[config.mk]
export PLATFORM = sky130hd
export DESIGN_NAME = vertex_buffer_coalescer_core
export DESIGN_NICKNAME = d
export VERILOG_FILES = /design/src/rtl/vbc_pkg.sv /design/src/rtl/vbc_ram.sv /design/src/rtl/vbc_match.sv /design/src/rtl/vertex_buffer_coalescer_core.sv
export SDC_FILE = /design/constraint.sdc
export NUM_CORES = 2
export LEC_CHECK = 0
export BUFFER_PORTS_ARGS = -buffer_cell sky130_fd_sc_hd__buf_2
export CAP_MARGIN = 25
export CORE_MARGIN = 5
export CORE_UTILIZATION = 50
export DETAILED_ROUTE_END_ITERATION = 10
export HOLD_SLACK_MARGIN = 0.06
export PLACE_DENSITY = 0.68
export SLEW_MARGIN = 20
export SYNTH_ARGS = -nofsm -noshare
export SYNTH_HDL_FRONTEND = slang
export SYNTH_SLANG_ARGS = --single-unit
[constraint.sdc]
create_clock -name clk -period 23.2 [get_ports clk]
set_input_delay 2.32 -clock clk [delete_from_list [all_inputs] [get_ports clk]]
set_output_delay 2.32 -clock clk [all_outputs]
set_load 0.02 [all_outputs]
[src/rtl/vbc_pkg.sv]
// ----------------------------------------------------------------------------
// Vertex buffer coalescer package
// Shared sizes, status codes and the request, result and match types.
// ----------------------------------------------------------------------------
package vbc_pkg;

  localparam int MAX_RESOURCES = 16;
  localparam int MAX_ATTRS     = 16;

  localparam int ADDR_W   = 48;
  localparam int STRIDE_W = 14;
  localparam int REC_W    = 32;
  localparam int SLOT_W   = 8;
  localparam int NUM_W    = 4;
  localparam int STAT_W   = 2;

  // Buffer and resource indexes, and counts that can hold the full depth.
  localparam int IDX_W   = (MAX_RESOURCES > 1) ? $clog2(MAX_RESOURCES) : 1;
  localparam int CNT_W   = $clog2(MAX_RESOURCES + 1);
  localparam int AIDX_W  = (MAX_ATTRS > 1) ? $clog2(MAX_ATTRS) : 1;
  localparam int ACNT_W  = $clog2(MAX_ATTRS + 1);
  localparam int LIST_AW = IDX_W + AIDX_W;
  localparam int LIST_DEPTH = 1 << LIST_AW;

  localparam logic [STAT_W-1:0] ST_OK       = 2'd0;
  localparam logic [STAT_W-1:0] ST_RECORDS  = 2'd1;
  localparam logic [STAT_W-1:0] ST_ATTR_OVF = 2'd2;
  localparam logic [STAT_W-1:0] ST_FULL     = 2'd3;

  typedef struct packed {
    logic [31:0] descriptor_low;
    logic [31:0] descriptor_high;
    logic [31:0] record_count;
    logic [7:0]  fetch_slot;
    logic        final_item;
  } vbc_in_t;

  typedef struct packed {
    logic [NUM_W-1:0]    buffer_number;
    logic [ADDR_W-1:0]   buffer_address;
    logic [STRIDE_W-1:0] buffer_stride;
    logic [REC_W-1:0]    buffer_records;
    logic [SLOT_W-1:0]   buffer_fetch_slot;
    logic [NUM_W-1:0]    resource_number;
    logic [STRIDE_W-1:0] attribute_offset;
    logic [STAT_W-1:0]   status;
    logic                last_in_run;
  } vbc_out_t;

  typedef struct packed {
    logic              hit;
    logic [ADDR_W-1:0] low;
  } vbc_match_t;

endpackage

[src/rtl/vbc_ram.sv]
// ----------------------------------------------------------------------------
// Generic RAM
// One write port and one read port with registered read data.
// ----------------------------------------------------------------------------
module vbc_ram #(
  parameter int WIDTH = 8,
  parameter int DEPTH = 16
) (
  input  logic                     clk,
  input  logic                     we,
  input  logic [$clog2(DEPTH)-1:0] waddr,
  input  logic [WIDTH-1:0]         wdata,
  input  logic [$clog2(DEPTH)-1:0] raddr,
  output logic [WIDTH-1:0]         rdata
);

  logic [WIDTH-1:0] mem [DEPTH];
  logic [WIDTH-1:0] rdata_r;

  always_ff @(posedge clk) begin
    if (we) begin
      mem[waddr] <= wdata;
    end
    rdata_r <= mem[raddr];
  end

  assign rdata = rdata_r;

endmodule

[src/rtl/vbc_match.sv]
// ----------------------------------------------------------------------------
// Buffer match unit
// Compares one descriptor against one stored buffer per cycle.
// ----------------------------------------------------------------------------
module vbc_match import vbc_pkg::*; (
  input  logic [ADDR_W-1:0]   desc_base,
  input  logic [STRIDE_W-1:0] desc_stride,
  input  logic [SLOT_W-1:0]   desc_slot,
  input  logic [ADDR_W-1:0]   buf_base,
  input  logic [STRIDE_W-1:0] buf_stride,
  input  logic [SLOT_W-1:0]   buf_slot,
  output vbc_match_t          result
);

  logic [ADDR_W:0]   diff_db;
  logic [ADDR_W:0]   diff_bd;
  logic              desc_lower;
  logic [ADDR_W-1:0] spread;
  logic              in_reach;

  assign diff_db    = {1'b0, desc_base} - {1'b0, buf_base};
  assign diff_bd    = {1'b0, buf_base} - {1'b0, desc_base};
  assign desc_lower = diff_db[ADDR_W];
  assign spread     = desc_lower ? diff_bd[ADDR_W-1:0] : diff_db[ADDR_W-1:0];

  // Both addresses lie within one stride of the lower one exactly when their
  // distance is below the stride; a zero stride therefore never matches.
  assign in_reach = (spread[ADDR_W-1:STRIDE_W] == '0) &&
                    (spread[STRIDE_W-1:0] < desc_stride);

  assign result.hit = in_reach && (desc_stride == buf_stride) && (desc_slot == buf_slot);
  assign result.low = desc_lower ? desc_base : buf_base;

endmodule

[src/rtl/vertex_buffer_coalescer_core.sv]
// ----------------------------------------------------------------------------
// Vertex buffer coalescer core
// Merges vertex resource descriptors into buffers and lists their attributes.
// ----------------------------------------------------------------------------
// Usage: drive in_desc and raise start; the request is taken on a clock edge
// with start high and busy low. busy stays high while the request is worked.
// A descriptor is compared against the stored buffers in order until it
// merges or opens a new buffer; a dropped one skips the search. One buffer
// is compared per cycle. A final_item descriptor emits its results, each
// through a read step and an emit step, as each attribute's resource index comes from the
// attribute list memory with a registered read. After a sticky error the
// final request gives one result carrying the status instead. Results
// appear on out_res with out_valid high for exactly one cycle each; the
// receiver cannot stall them. The result with last_in_run closes the set,
// and all tables are then empty for the next set.
// Reset (rst_n low, synchronous) empties the tables and clears the error;
// no clearing pass is needed, entries are only read after being written.
// ----------------------------------------------------------------------------
module vertex_buffer_coalescer_core import vbc_pkg::*; (
  input  logic     clk,
  input  logic     rst_n,
  input  logic     start,
  output logic     busy,
  input  vbc_in_t  in_desc,
  output logic     out_valid,
  output vbc_out_t out_res
);

  typedef enum logic [4:0] {
    S_IDLE   = 5'b00001,
    S_SEARCH = 5'b00010,
    S_DONE   = 5'b00100,
    S_RD     = 5'b01000,
    S_EMIT   = 5'b10000
  } vbc_state_t;

  vbc_state_t          state_r, state_nxt;
  logic [CNT_W-1:0]    rcnt_r, rcnt_nxt;
  logic [CNT_W-1:0]    bcnt_r, bcnt_nxt;
  logic [STAT_W-1:0]   err_r, err_nxt;
  logic [CNT_W-1:0]    si_r, si_nxt;
  logic [CNT_W-1:0]    ob_r, ob_nxt;
  logic [ACNT_W-1:0]   ok_r, ok_nxt;
  logic                out_valid_r, out_valid_nxt;
  vbc_out_t            out_res_r, out_res_nxt;

  // Latched request.
  logic [ADDR_W-1:0]   d_base_r;
  logic [STRIDE_W-1:0] d_stride_r;
  logic [REC_W-1:0]    d_records_r;
  logic [SLOT_W-1:0]   d_slot_r;
  logic                d_final_r;
  logic [IDX_W-1:0]    d_ri_r;

  // Resource and buffer tables.
  logic [ADDR_W-1:0]   res_base_r   [MAX_RESOURCES];
  logic [ADDR_W-1:0]   tbl_addr_r   [MAX_RESOURCES];
  logic [STRIDE_W-1:0] tbl_stride_r [MAX_RESOURCES];
  logic [REC_W-1:0]    tbl_rec_r    [MAX_RESOURCES];
  logic [SLOT_W-1:0]   tbl_slot_r   [MAX_RESOURCES];
  logic [ACNT_W-1:0]   tbl_acnt_r   [MAX_RESOURCES];

  logic                accept;
  logic [IDX_W-1:0]    si_idx;
  logic [IDX_W-1:0]    bc_idx;
  logic [IDX_W-1:0]    ob_idx;
  vbc_match_t          match;
  logic                do_merge;
  logic                do_new;
  logic                out_load;
  logic                list_we;
  logic [LIST_AW-1:0]  list_waddr;
  logic [LIST_AW-1:0]  list_raddr;
  logic [IDX_W-1:0]    list_rdata;
  logic [ACNT_W-1:0]   ok_inc;
  logic [CNT_W-1:0]    ob_inc;
  logic                attr_last;
  logic                set_last;

  assign accept = start && !busy;
  assign busy   = (state_r != S_IDLE);
  assign si_idx = si_r[IDX_W-1:0];
  assign bc_idx = bcnt_r[IDX_W-1:0];
  assign ob_idx = ob_r[IDX_W-1:0];

  vbc_match u_match (
    .desc_base   (d_base_r),
    .desc_stride (d_stride_r),
    .desc_slot   (d_slot_r),
    .buf_base    (tbl_addr_r[si_idx]),
    .buf_stride  (tbl_stride_r[si_idx]),
    .buf_slot    (tbl_slot_r[si_idx]),
    .result      (match)
  );

  vbc_ram #(
    .WIDTH (IDX_W),
    .DEPTH (LIST_DEPTH)
  ) u_list (
    .clk   (clk),
    .we    (list_we),
    .waddr (list_waddr),
    .wdata (d_ri_r),
    .raddr (list_raddr),
    .rdata (list_rdata)
  );

  assign list_raddr = {ob_idx, ok_r[AIDX_W-1:0]};
  assign ok_inc     = ok_r + ACNT_W'(1);
  assign ob_inc     = ob_r + CNT_W'(1);
  assign attr_last  = (ok_inc == tbl_acnt_r[ob_idx]);
  assign set_last   = attr_last && (ob_inc == bcnt_r);

  always_comb begin
    state_nxt     = state_r;
    rcnt_nxt      = rcnt_r;
    bcnt_nxt      = bcnt_r;
    err_nxt       = err_r;
    si_nxt        = si_r;
    ob_nxt        = ob_r;
    ok_nxt        = ok_r;
    out_valid_nxt = 1'b0;
    out_load      = 1'b0;
    out_res_nxt   = '0;
    do_merge      = 1'b0;
    do_new        = 1'b0;
    list_we       = 1'b0;
    list_waddr    = {si_idx, tbl_acnt_r[si_idx][AIDX_W-1:0]};

    case (state_r)
      S_IDLE: begin
        if (accept) begin
          if (err_r != ST_OK) begin
            state_nxt = S_DONE;
          end else if (rcnt_r == CNT_W'(MAX_RESOURCES)) begin
            err_nxt   = ST_FULL;
            state_nxt = S_DONE;
          end else begin
            rcnt_nxt  = rcnt_r + CNT_W'(1);
            si_nxt    = '0;
            state_nxt = S_SEARCH;
          end
        end
      end
      S_SEARCH: begin
        if (si_r == bcnt_r) begin
          // No stored buffer took the descriptor: open a new one.
          if (bcnt_r == CNT_W'(MAX_RESOURCES)) begin
            err_nxt = ST_FULL;
          end else begin
            do_new     = 1'b1;
            list_we    = 1'b1;
            list_waddr = {bc_idx, {AIDX_W{1'b0}}};
            bcnt_nxt   = bcnt_r + CNT_W'(1);
          end
          state_nxt = S_DONE;
        end else if (match.hit) begin
          if (tbl_rec_r[si_idx] != d_records_r) begin
            err_nxt = ST_RECORDS;
          end else if (tbl_acnt_r[si_idx] == ACNT_W'(MAX_ATTRS)) begin
            err_nxt = ST_ATTR_OVF;
          end else begin
            do_merge = 1'b1;
            list_we  = 1'b1;
          end
          state_nxt = S_DONE;
        end else begin
          si_nxt = si_r + CNT_W'(1);
        end
      end
      S_DONE: begin
        if (!d_final_r) begin
          state_nxt = S_IDLE;
        end else if (err_r != ST_OK) begin
          out_valid_nxt           = 1'b1;
          out_load                = 1'b1;
          out_res_nxt.status      = err_r;
          out_res_nxt.last_in_run = 1'b1;
          rcnt_nxt                = '0;
          bcnt_nxt                = '0;
          err_nxt                 = ST_OK;
          state_nxt               = S_IDLE;
        end else begin
          ob_nxt    = '0;
          ok_nxt    = '0;
          state_nxt = (bcnt_r == '0) ? S_IDLE : S_RD;
        end
      end
      S_RD: begin
        state_nxt = S_EMIT;
      end
      S_EMIT: begin
        out_valid_nxt                 = 1'b1;
        out_load                      = 1'b1;
        out_res_nxt.buffer_number     = NUM_W'(ob_idx);
        out_res_nxt.buffer_address    = tbl_addr_r[ob_idx];
        out_res_nxt.buffer_stride     = tbl_stride_r[ob_idx];
        out_res_nxt.buffer_records    = tbl_rec_r[ob_idx];
        out_res_nxt.buffer_fetch_slot = tbl_slot_r[ob_idx];
        out_res_nxt.resource_number   = NUM_W'(list_rdata);
        out_res_nxt.attribute_offset  = res_base_r[list_rdata][STRIDE_W-1:0]
                                        - tbl_addr_r[ob_idx][STRIDE_W-1:0];
        out_res_nxt.status            = ST_OK;
        out_res_nxt.last_in_run       = set_last;
        if (set_last) begin
          rcnt_nxt  = '0;
          bcnt_nxt  = '0;
          err_nxt   = ST_OK;
          state_nxt = S_IDLE;
        end else begin
          if (attr_last) begin
            ob_nxt = ob_inc;
            ok_nxt = '0;
          end else begin
            ok_nxt = ok_inc;
          end
          state_nxt = S_RD;
        end
      end
      default: begin
        state_nxt = S_IDLE;
      end
    endcase
  end

  always_ff @(posedge clk) begin
    if (!rst_n) begin
      state_r     <= S_IDLE;
      rcnt_r      <= '0;
      bcnt_r      <= '0;
      err_r       <= ST_OK;
      si_r        <= '0;
      ob_r        <= '0;
      ok_r        <= '0;
      out_valid_r <= 1'b0;
    end else begin
      state_r     <= state_nxt;
      rcnt_r      <= rcnt_nxt;
      bcnt_r      <= bcnt_nxt;
      err_r       <= err_nxt;
      si_r        <= si_nxt;
      ob_r        <= ob_nxt;
      ok_r        <= ok_nxt;
      out_valid_r <= out_valid_nxt;
    end
  end

  always_ff @(posedge clk) begin
    if (accept) begin
      d_base_r    <= {in_desc.descriptor_high[ADDR_W-33:0], in_desc.descriptor_low};
      d_stride_r  <= in_desc.descriptor_high[16 +: STRIDE_W];
      d_records_r <= in_desc.record_count;
      d_slot_r    <= in_desc.fetch_slot;
      d_final_r   <= in_desc.final_item;
      d_ri_r      <= rcnt_r[IDX_W-1:0];
      if (err_r == ST_OK && rcnt_r != CNT_W'(MAX_RESOURCES)) begin
        res_base_r[rcnt_r[IDX_W-1:0]] <=
          {in_desc.descriptor_high[ADDR_W-33:0], in_desc.descriptor_low};
      end
    end
    if (do_new) begin
      tbl_addr_r[bc_idx]   <= d_base_r;
      tbl_stride_r[bc_idx] <= d_stride_r;
      tbl_rec_r[bc_idx]    <= d_records_r;
      tbl_slot_r[bc_idx]   <= d_slot_r;
      tbl_acnt_r[bc_idx]   <= ACNT_W'(1);
    end
    if (do_merge) begin
      tbl_addr_r[si_idx] <= match.low;
      tbl_acnt_r[si_idx] <= tbl_acnt_r[si_idx] + ACNT_W'(1);
    end
    if (out_load) begin
      out_res_r <= out_res_nxt;
    end
  end

  assign out_valid = out_valid_r;
  assign out_res   = out_res_r;

  // A result only follows the emit or wrap-up step.
  a_out_source: assert property (@(posedge clk) disable iff (!rst_n)
    out_valid_r |-> ($past(state_r) == S_EMIT || $past(state_r) == S_DONE))
    else $error("result strobe without an emit step");

  // Every buffer holds at least one descriptor of the set.
  a_buf_le_res: assert property (@(posedge clk) disable iff (!rst_n)
    bcnt_r <= rcnt_r)
    else $error("more buffers than descriptors");

  // An error result always closes the set.
  a_err_last: assert property (@(posedge clk) disable iff (!rst_n)
    (out_valid_r && out_res_r.status != ST_OK) |-> out_res_r.last_in_run)
    else $error("error result not marked last");

  // After the closing result the tables are empty.
  a_clear: assert property (@(posedge clk) disable iff (!rst_n)
    (out_valid_r && out_res_r.last_in_run) |-> (rcnt_r == '0 && bcnt_r == '0 && err_r == ST_OK))
    else $error("state not cleared after the set");

endmodule

== Word-level counts from Yosys, hierarchy flattened ==
Memories as Yosys holds them, arrays and structs flattened. A register that Yosys moved wholly into a read port is not among the register bits.
Cells that the tools add are included.
Word-level totals
  bits in registers: 213
  memories: 7
  bits of input ports: 108
  memory bits (writable): 3504
  output and inout bits: 129
Operators by class
  muxes and demuxes: 96
  add/sub/neg operators: 9
  $lt $le $gt $ge: 1
  equality and inequality tests: 33
  reductions and logical operators: 28
Memories
  u_list.mem: depth 256, bits a word 4, rd ports 1, clocked after Yosys merged registers in 1, write ports 1, line vbc_ram.sv:17  | logic [WIDTH-1:0] mem [DEPTH];
  res_base_r: depth 16, bits a word 48, rd ports 1, clocked after Yosys merged registers in 0, write ports 1, line vertex_buffer_coalescer_core.sv:56  | logic [ADDR_W-1:0] res_base_r [MAX_RESOURCES];
  tbl_addr_r: depth 16, bits a word 48, rd ports 2, clocked after Yosys merged registers in 2, write ports 1, line vertex_buffer_coalescer_core.sv:57  | logic [ADDR_W-1:0] tbl_addr_r [MAX_RESOURCES];
  tbl_rec_r: depth 16, bits a word 32, rd ports 2, clocked after Yosys merged registers in 2, write ports 1, line vertex_buffer_coalescer_core.sv:59  | logic [REC_W-1:0] tbl_rec_r [MAX_RESOURCES];
  tbl_stride_r: depth 16, bits a word 14, rd ports 2, clocked after Yosys merged registers in 2, write ports 1, line vertex_buffer_coalescer_core.sv:58  | logic [STRIDE_W-1:0] tbl_stride_r [MAX_RESOURCES];
  tbl_slot_r: depth 16, bits a word 8, rd ports 2, clocked after Yosys merged registers in 2, write ports 1, line vertex_buffer_coalescer_core.sv:60  | logic [SLOT_W-1:0] tbl_slot_r [MAX_RESOURCES];
  1 more memories
Operator list (number)
  48-bit two-way mux: 3
  5-bit two-way mux: 24
  4-bit two-way mux: 19
  48-bit by 48-bit subtractor with 49-bit output: 1
  48-bit OR reduction: 1
  48-bit subtractor: 1
  34-bit logical NOT: 1
  32-bit != test: 1
  5-bit by 1-bit adder with 5-bit output, second input constant: 6
  5-bit one-hot mux with 2 select lines: 3
  5-bit one-hot mux with 3 select lines: 2
  2-bit != test, second input constant: 14
  5-bit one-hot mux with 5 select lines: 1
  8-bit two-way mux: 3
  1-bit two-way mux: 23
  2-bit two-way mux: 11
  5-bit == test, second input constant: 4
  5-bit == test: 3
  14-bit == test: 1
  14-bit less-than comparator: 1
  14-bit subtractor: 1
  3-bit two-way mux: 4
  6-bit AND reduction: 2
  10-bit AND reduction: 1
  other kinds (24): 36

== Depth between registers and ports, before layout ==
  word-level depth: 13
  depth in mapped cells: 42
  depth with buffers taken out: 28

== Cells and area by module ==
A second synthesis with hierarchy kept.
Unflattened totals
  cell total of the unflattened synthesis: 7672
  area, all modules: 145552.1 um^2
By module, submodules not included
  vertex_buffer_coalescer_core: instances 1, sequential area each 65983.3 um^2, cells an instance 4493, area each 97761.3 um^2
  vbc_ram: instances 1, sequential area each 30829.6 um^2, cells an instance 2051, area each 40675.3 um^2
  vbc_match: instances 1, sequential area each 0.0 um^2, cells an instance 1128, area each 7115.6 um^2

== Least setup slack after synthesis ==
OpenSTA, ideal clock, no wires.
  kind: reg-to-reg
  from: register (tool-made name)
  to: memory tbl_acnt_r[14][0] in the netlist's numbering (enable)
  library setup time: 0.482 ns
  arrival time: 11.484 ns
  path slack: 11.233 ns
  cell stages (with the launch flop): 39
  clock period less this slack: 11.967 ns
  path through: dfxtp_1 -> buf_4 -> buf_6 -> buf_6 -> buf_2 -> buf_2 -> buf_2 -> clkbuf_1 -> buf_1 -> mux4_2 -> mux4_2 -> ha_1 -> clkbuf_1 -> nand2_1 -> o21ai_0 -> a32o_1 -> nor2_1 -> o21a_1 -> [3 not listed] -> buf_1 -> mux2i_1 -> xor2_1 -> ha_1 -> and3_1 -> a221o_1 -> a221oi_1 -> nand2_1 -> a311oi_1 -> o2111ai_1 -> nor4_1 -> o2111ai_1 -> nor4_1 -> and3_1 -> nand3_1 -> clkbuf_1 -> buf_1 -> o22ai_1
RTL lines
  end, declared: line vertex_buffer_coalescer_core.sv:61  | logic [ACNT_W-1:0] tbl_acnt_r [MAX_RESOURCES];

==> results.md <==
* Leakage at 49.8 nW
* Area delta synth->final at 11.8%
* Worst slew pin tran at 1.10 ns
* Final hold violation count at 0
* Min Tclk post-route at 12.96 ns
* DRC violation count after routing at 0
* Num CTS Buffers at 338
* Final period util at 55.9%
* DIE WIDTH at 548 um
* Syn_nets at 7594
* Sequential fraction of the synthesis area at 66.8%
* CP top delay family: buffers and inverters
* Outcome: finished, final reports clean
* Clock slew at reported path FFs at 0.06 ns
* Pwr Total at 12.6 mW
* Commonest cells after routing, fill and taps aside: edfxtp_1, mux4_2, clkbuf_16
* CP max FO at 53
* Share of cells above drive strength 1 at 31.7%
* Num rows at 197
* Crit Path Class: reg2reg
* Relative slew slack at 26.8%
* Die H at 548 um
* Critical Path Source Type: flop
* Fill cell count at 21272
* Clock root buffer master: clkbuf_16
* CTS Sinks at 3239
* Synthesized cell area at 145000 sq um
* Syn Area/Cell at 19.7 sq um
* Req. time, crit path at 23.72 ns
* GRT overflow at 0
* H-tree depth at 5
* First-pass GRT wire length at 552000 um
* TritonRoute pass-1 iters at 6
* Worst Slack Setup Final at 10.24 ns
* Initial core utilization at 50.3%
* Setup TNS at 0 ns
* Critical path endpoint category: flop
* I/O pin cnt at 237
* Routability cong. at 0.964
* Initial antenna violation count at 28
* CTS tree: built
* WL per Instance at 32.5 um
* RSZ-0062 raised after global routing: no
* Number of flops mapped to enable cells by yosys at 3194
* Final Max Tran Viols at 0
* Final HPWL DP at 222000 um
* Skew-Pair Late Insertion Delay at 0.93 ns
* IO Port Bufs at 234
* Antenna Violating Nets Remaining at 0
* Vias at 77585
* Worst hold path class: reg2reg
* 1st-iter DRT viols at 9048
* Place WS at 10.27 ns
* Post_cts resized at 0
* Synth Flop Type: edfxtp_1
* Critical-path top delay cell: dfxtp_4
* Commonest non-fill, non-tap cell in the layout: edfxtp_1
* Crit-path max cell delay at 0.80 ns
* Final setup viols at 0
* Number of synthesized register bits at 3239
* CORE AREA at 288000 sq um
* Post-CTS setup buffers at 0
* Power per Cell Area at 77.9 nW/um^2
* Register area at 96900 sq um
* CTS Buffer Depth at 4
* Hold slack at 0.534 ns
* Most used cell, CP: buf_4
* Ys async rst share at 0%
* Max Clk Rate at 77.2 MHz
* Crit path buf inv count at 7
* Arrival time at the worst endpoint at 13.48 ns
* Multi-input combinational cell area at 45800 sq um
* Max-Cap Viols at 0
* Post-Syn Instances at 7349
* Vias in the first global route at 79320
* Pin count of the biggest net entering global routing at 257
* Yosys warnings at 0
* Nets@finish at 7838
* R2r setup slk at 10.24 ns
* VDD IR max at 0.0830 mV
* Via density at 6.66
* Hold buffer count at cts at 0
* Clk_skew at 0.0534 ns
* Die area at 301000 sq um
* Synth unique cells at 90
* DRT Wirelength at 379000 um
* GRT Total Usage at 24.9%
[state kept, by name, summed over array words and instances (netlist names), 8 cells and up, named ones only]
signal,cells
tbl_addr_r,768
tbl_stride_r,224
d_records_r,32
u_list.mem,1024
tbl_rec_r,512
res_base_r,224
d_slot_r,8
tbl_acnt_r,80
d_stride_r,14
d_base_r,48
tbl_slot_r,128
out_res,127
[cell usage after synthesis (76+ instances only)]
cell type / count / area share, %
buf_1: 126 / 0.33
nor2_1: 254 / 0.66
mux4_2: 1402 / 22
clkbuf_1: 270 / 0.70
ha_1: 134 / 1.2
a21oi_1: 187 / 0.65
xnor2_1: 76 / 0.46
inv_1: 170 / 0.44
nand2_1: 150 / 0.39
o21ai_0: 106 / 0.37
edfxtp_1: 3194 / 66
and2_1: 137 / 0.59
nor3_1: 175 / 0.60
mux2i_1: 142 / 0.98
[where the power goes]
group          switching [mW]  total [mW]  internal [mW]
Combinational           0.390       0.552          0.162
Clock                    2.31        5.46           3.15
Sequential             0.0614        6.61           6.54
Total                    2.76        12.6           9.86
[worst paths after layout]
check | start | endpoint | depth (start not counted)
setup / recovery | flop | tbl_acnt_r[2][4]$_DFFE_PP_ | 30
hold / removal | rcnt_r[4]$_SDFFE_PN0P_ | rcnt_r[4]$_SDFFE_PN0P_ | 2
setup reg to reg | flop | tbl_acnt_r[2][4]$_DFFE_PP_ | 30
hold reg to reg | rcnt_r[4]$_SDFFE_PN0P_ | rcnt_r[4]$_SDFFE_PN0P_ | 2
[metrics by stage]
| step | instance area, sq um | utilization (%) | instances |
|---|---|---|---|
| 5_1_grt | 162000 | 56.2 | 11646 |
| 3_5_place_dp | 150000 | 52.2 | 11026 |
| 2_1_floorplan | 145000 | - | 7349 |
| 6_report | 162000 | 56.2 | 11653 |
| 3_3_place_gp | 150000 | 52.1 | 11017 |
| 4_1_cts | 162000 | 56.1 | 11635 |
[metal layers]
| metal | GRT usage [%] | vias to the layer above | share of wire, % |
|---|---|---|---|
| li1 | - | 31489 | - |
| met1 | 34.6 | 41382 | 39 |
| met2 | 40.4 | 4029 | 49 |
| met3 | 4.40 | 675 | 8.6 |
| met4 | 8.06 | 10 | 3.6 |
| met5 | 0 | - | 0.015 |
[cell families after synthesis]
kind of cell               share of synthesized area (%)
and+or+nand+nor                                     3.51
buffers and inverters                               1.95
AOI/OAI and AO/OA                                   2.65
adders and majority gates                           1.20
DFF                                                 66.8
xor gates and xnor gates                           0.822
muxes                                               23.1
[worst min-delay path, delay by kind of cell (launching register included)]
kind          cells  cell delay [ns]
xor+xnor          1             0.07
flops             1             0.34
simple gates      1             0.08
[layout make-up]
cell class | count | area share [%]
clock inverters | 217 | 1.57
clock buffers | 392 | 5.36
inverters | 171 | 0.399
flip-flops and latches | 3239 | 59.8
multi-input cells | 3441 | 28.3
well taps | 3781 | 2.92
repair buffers | 402 | 1.69
diodes | 10 | 0.0154
Power figures use the tool's default switching activity.
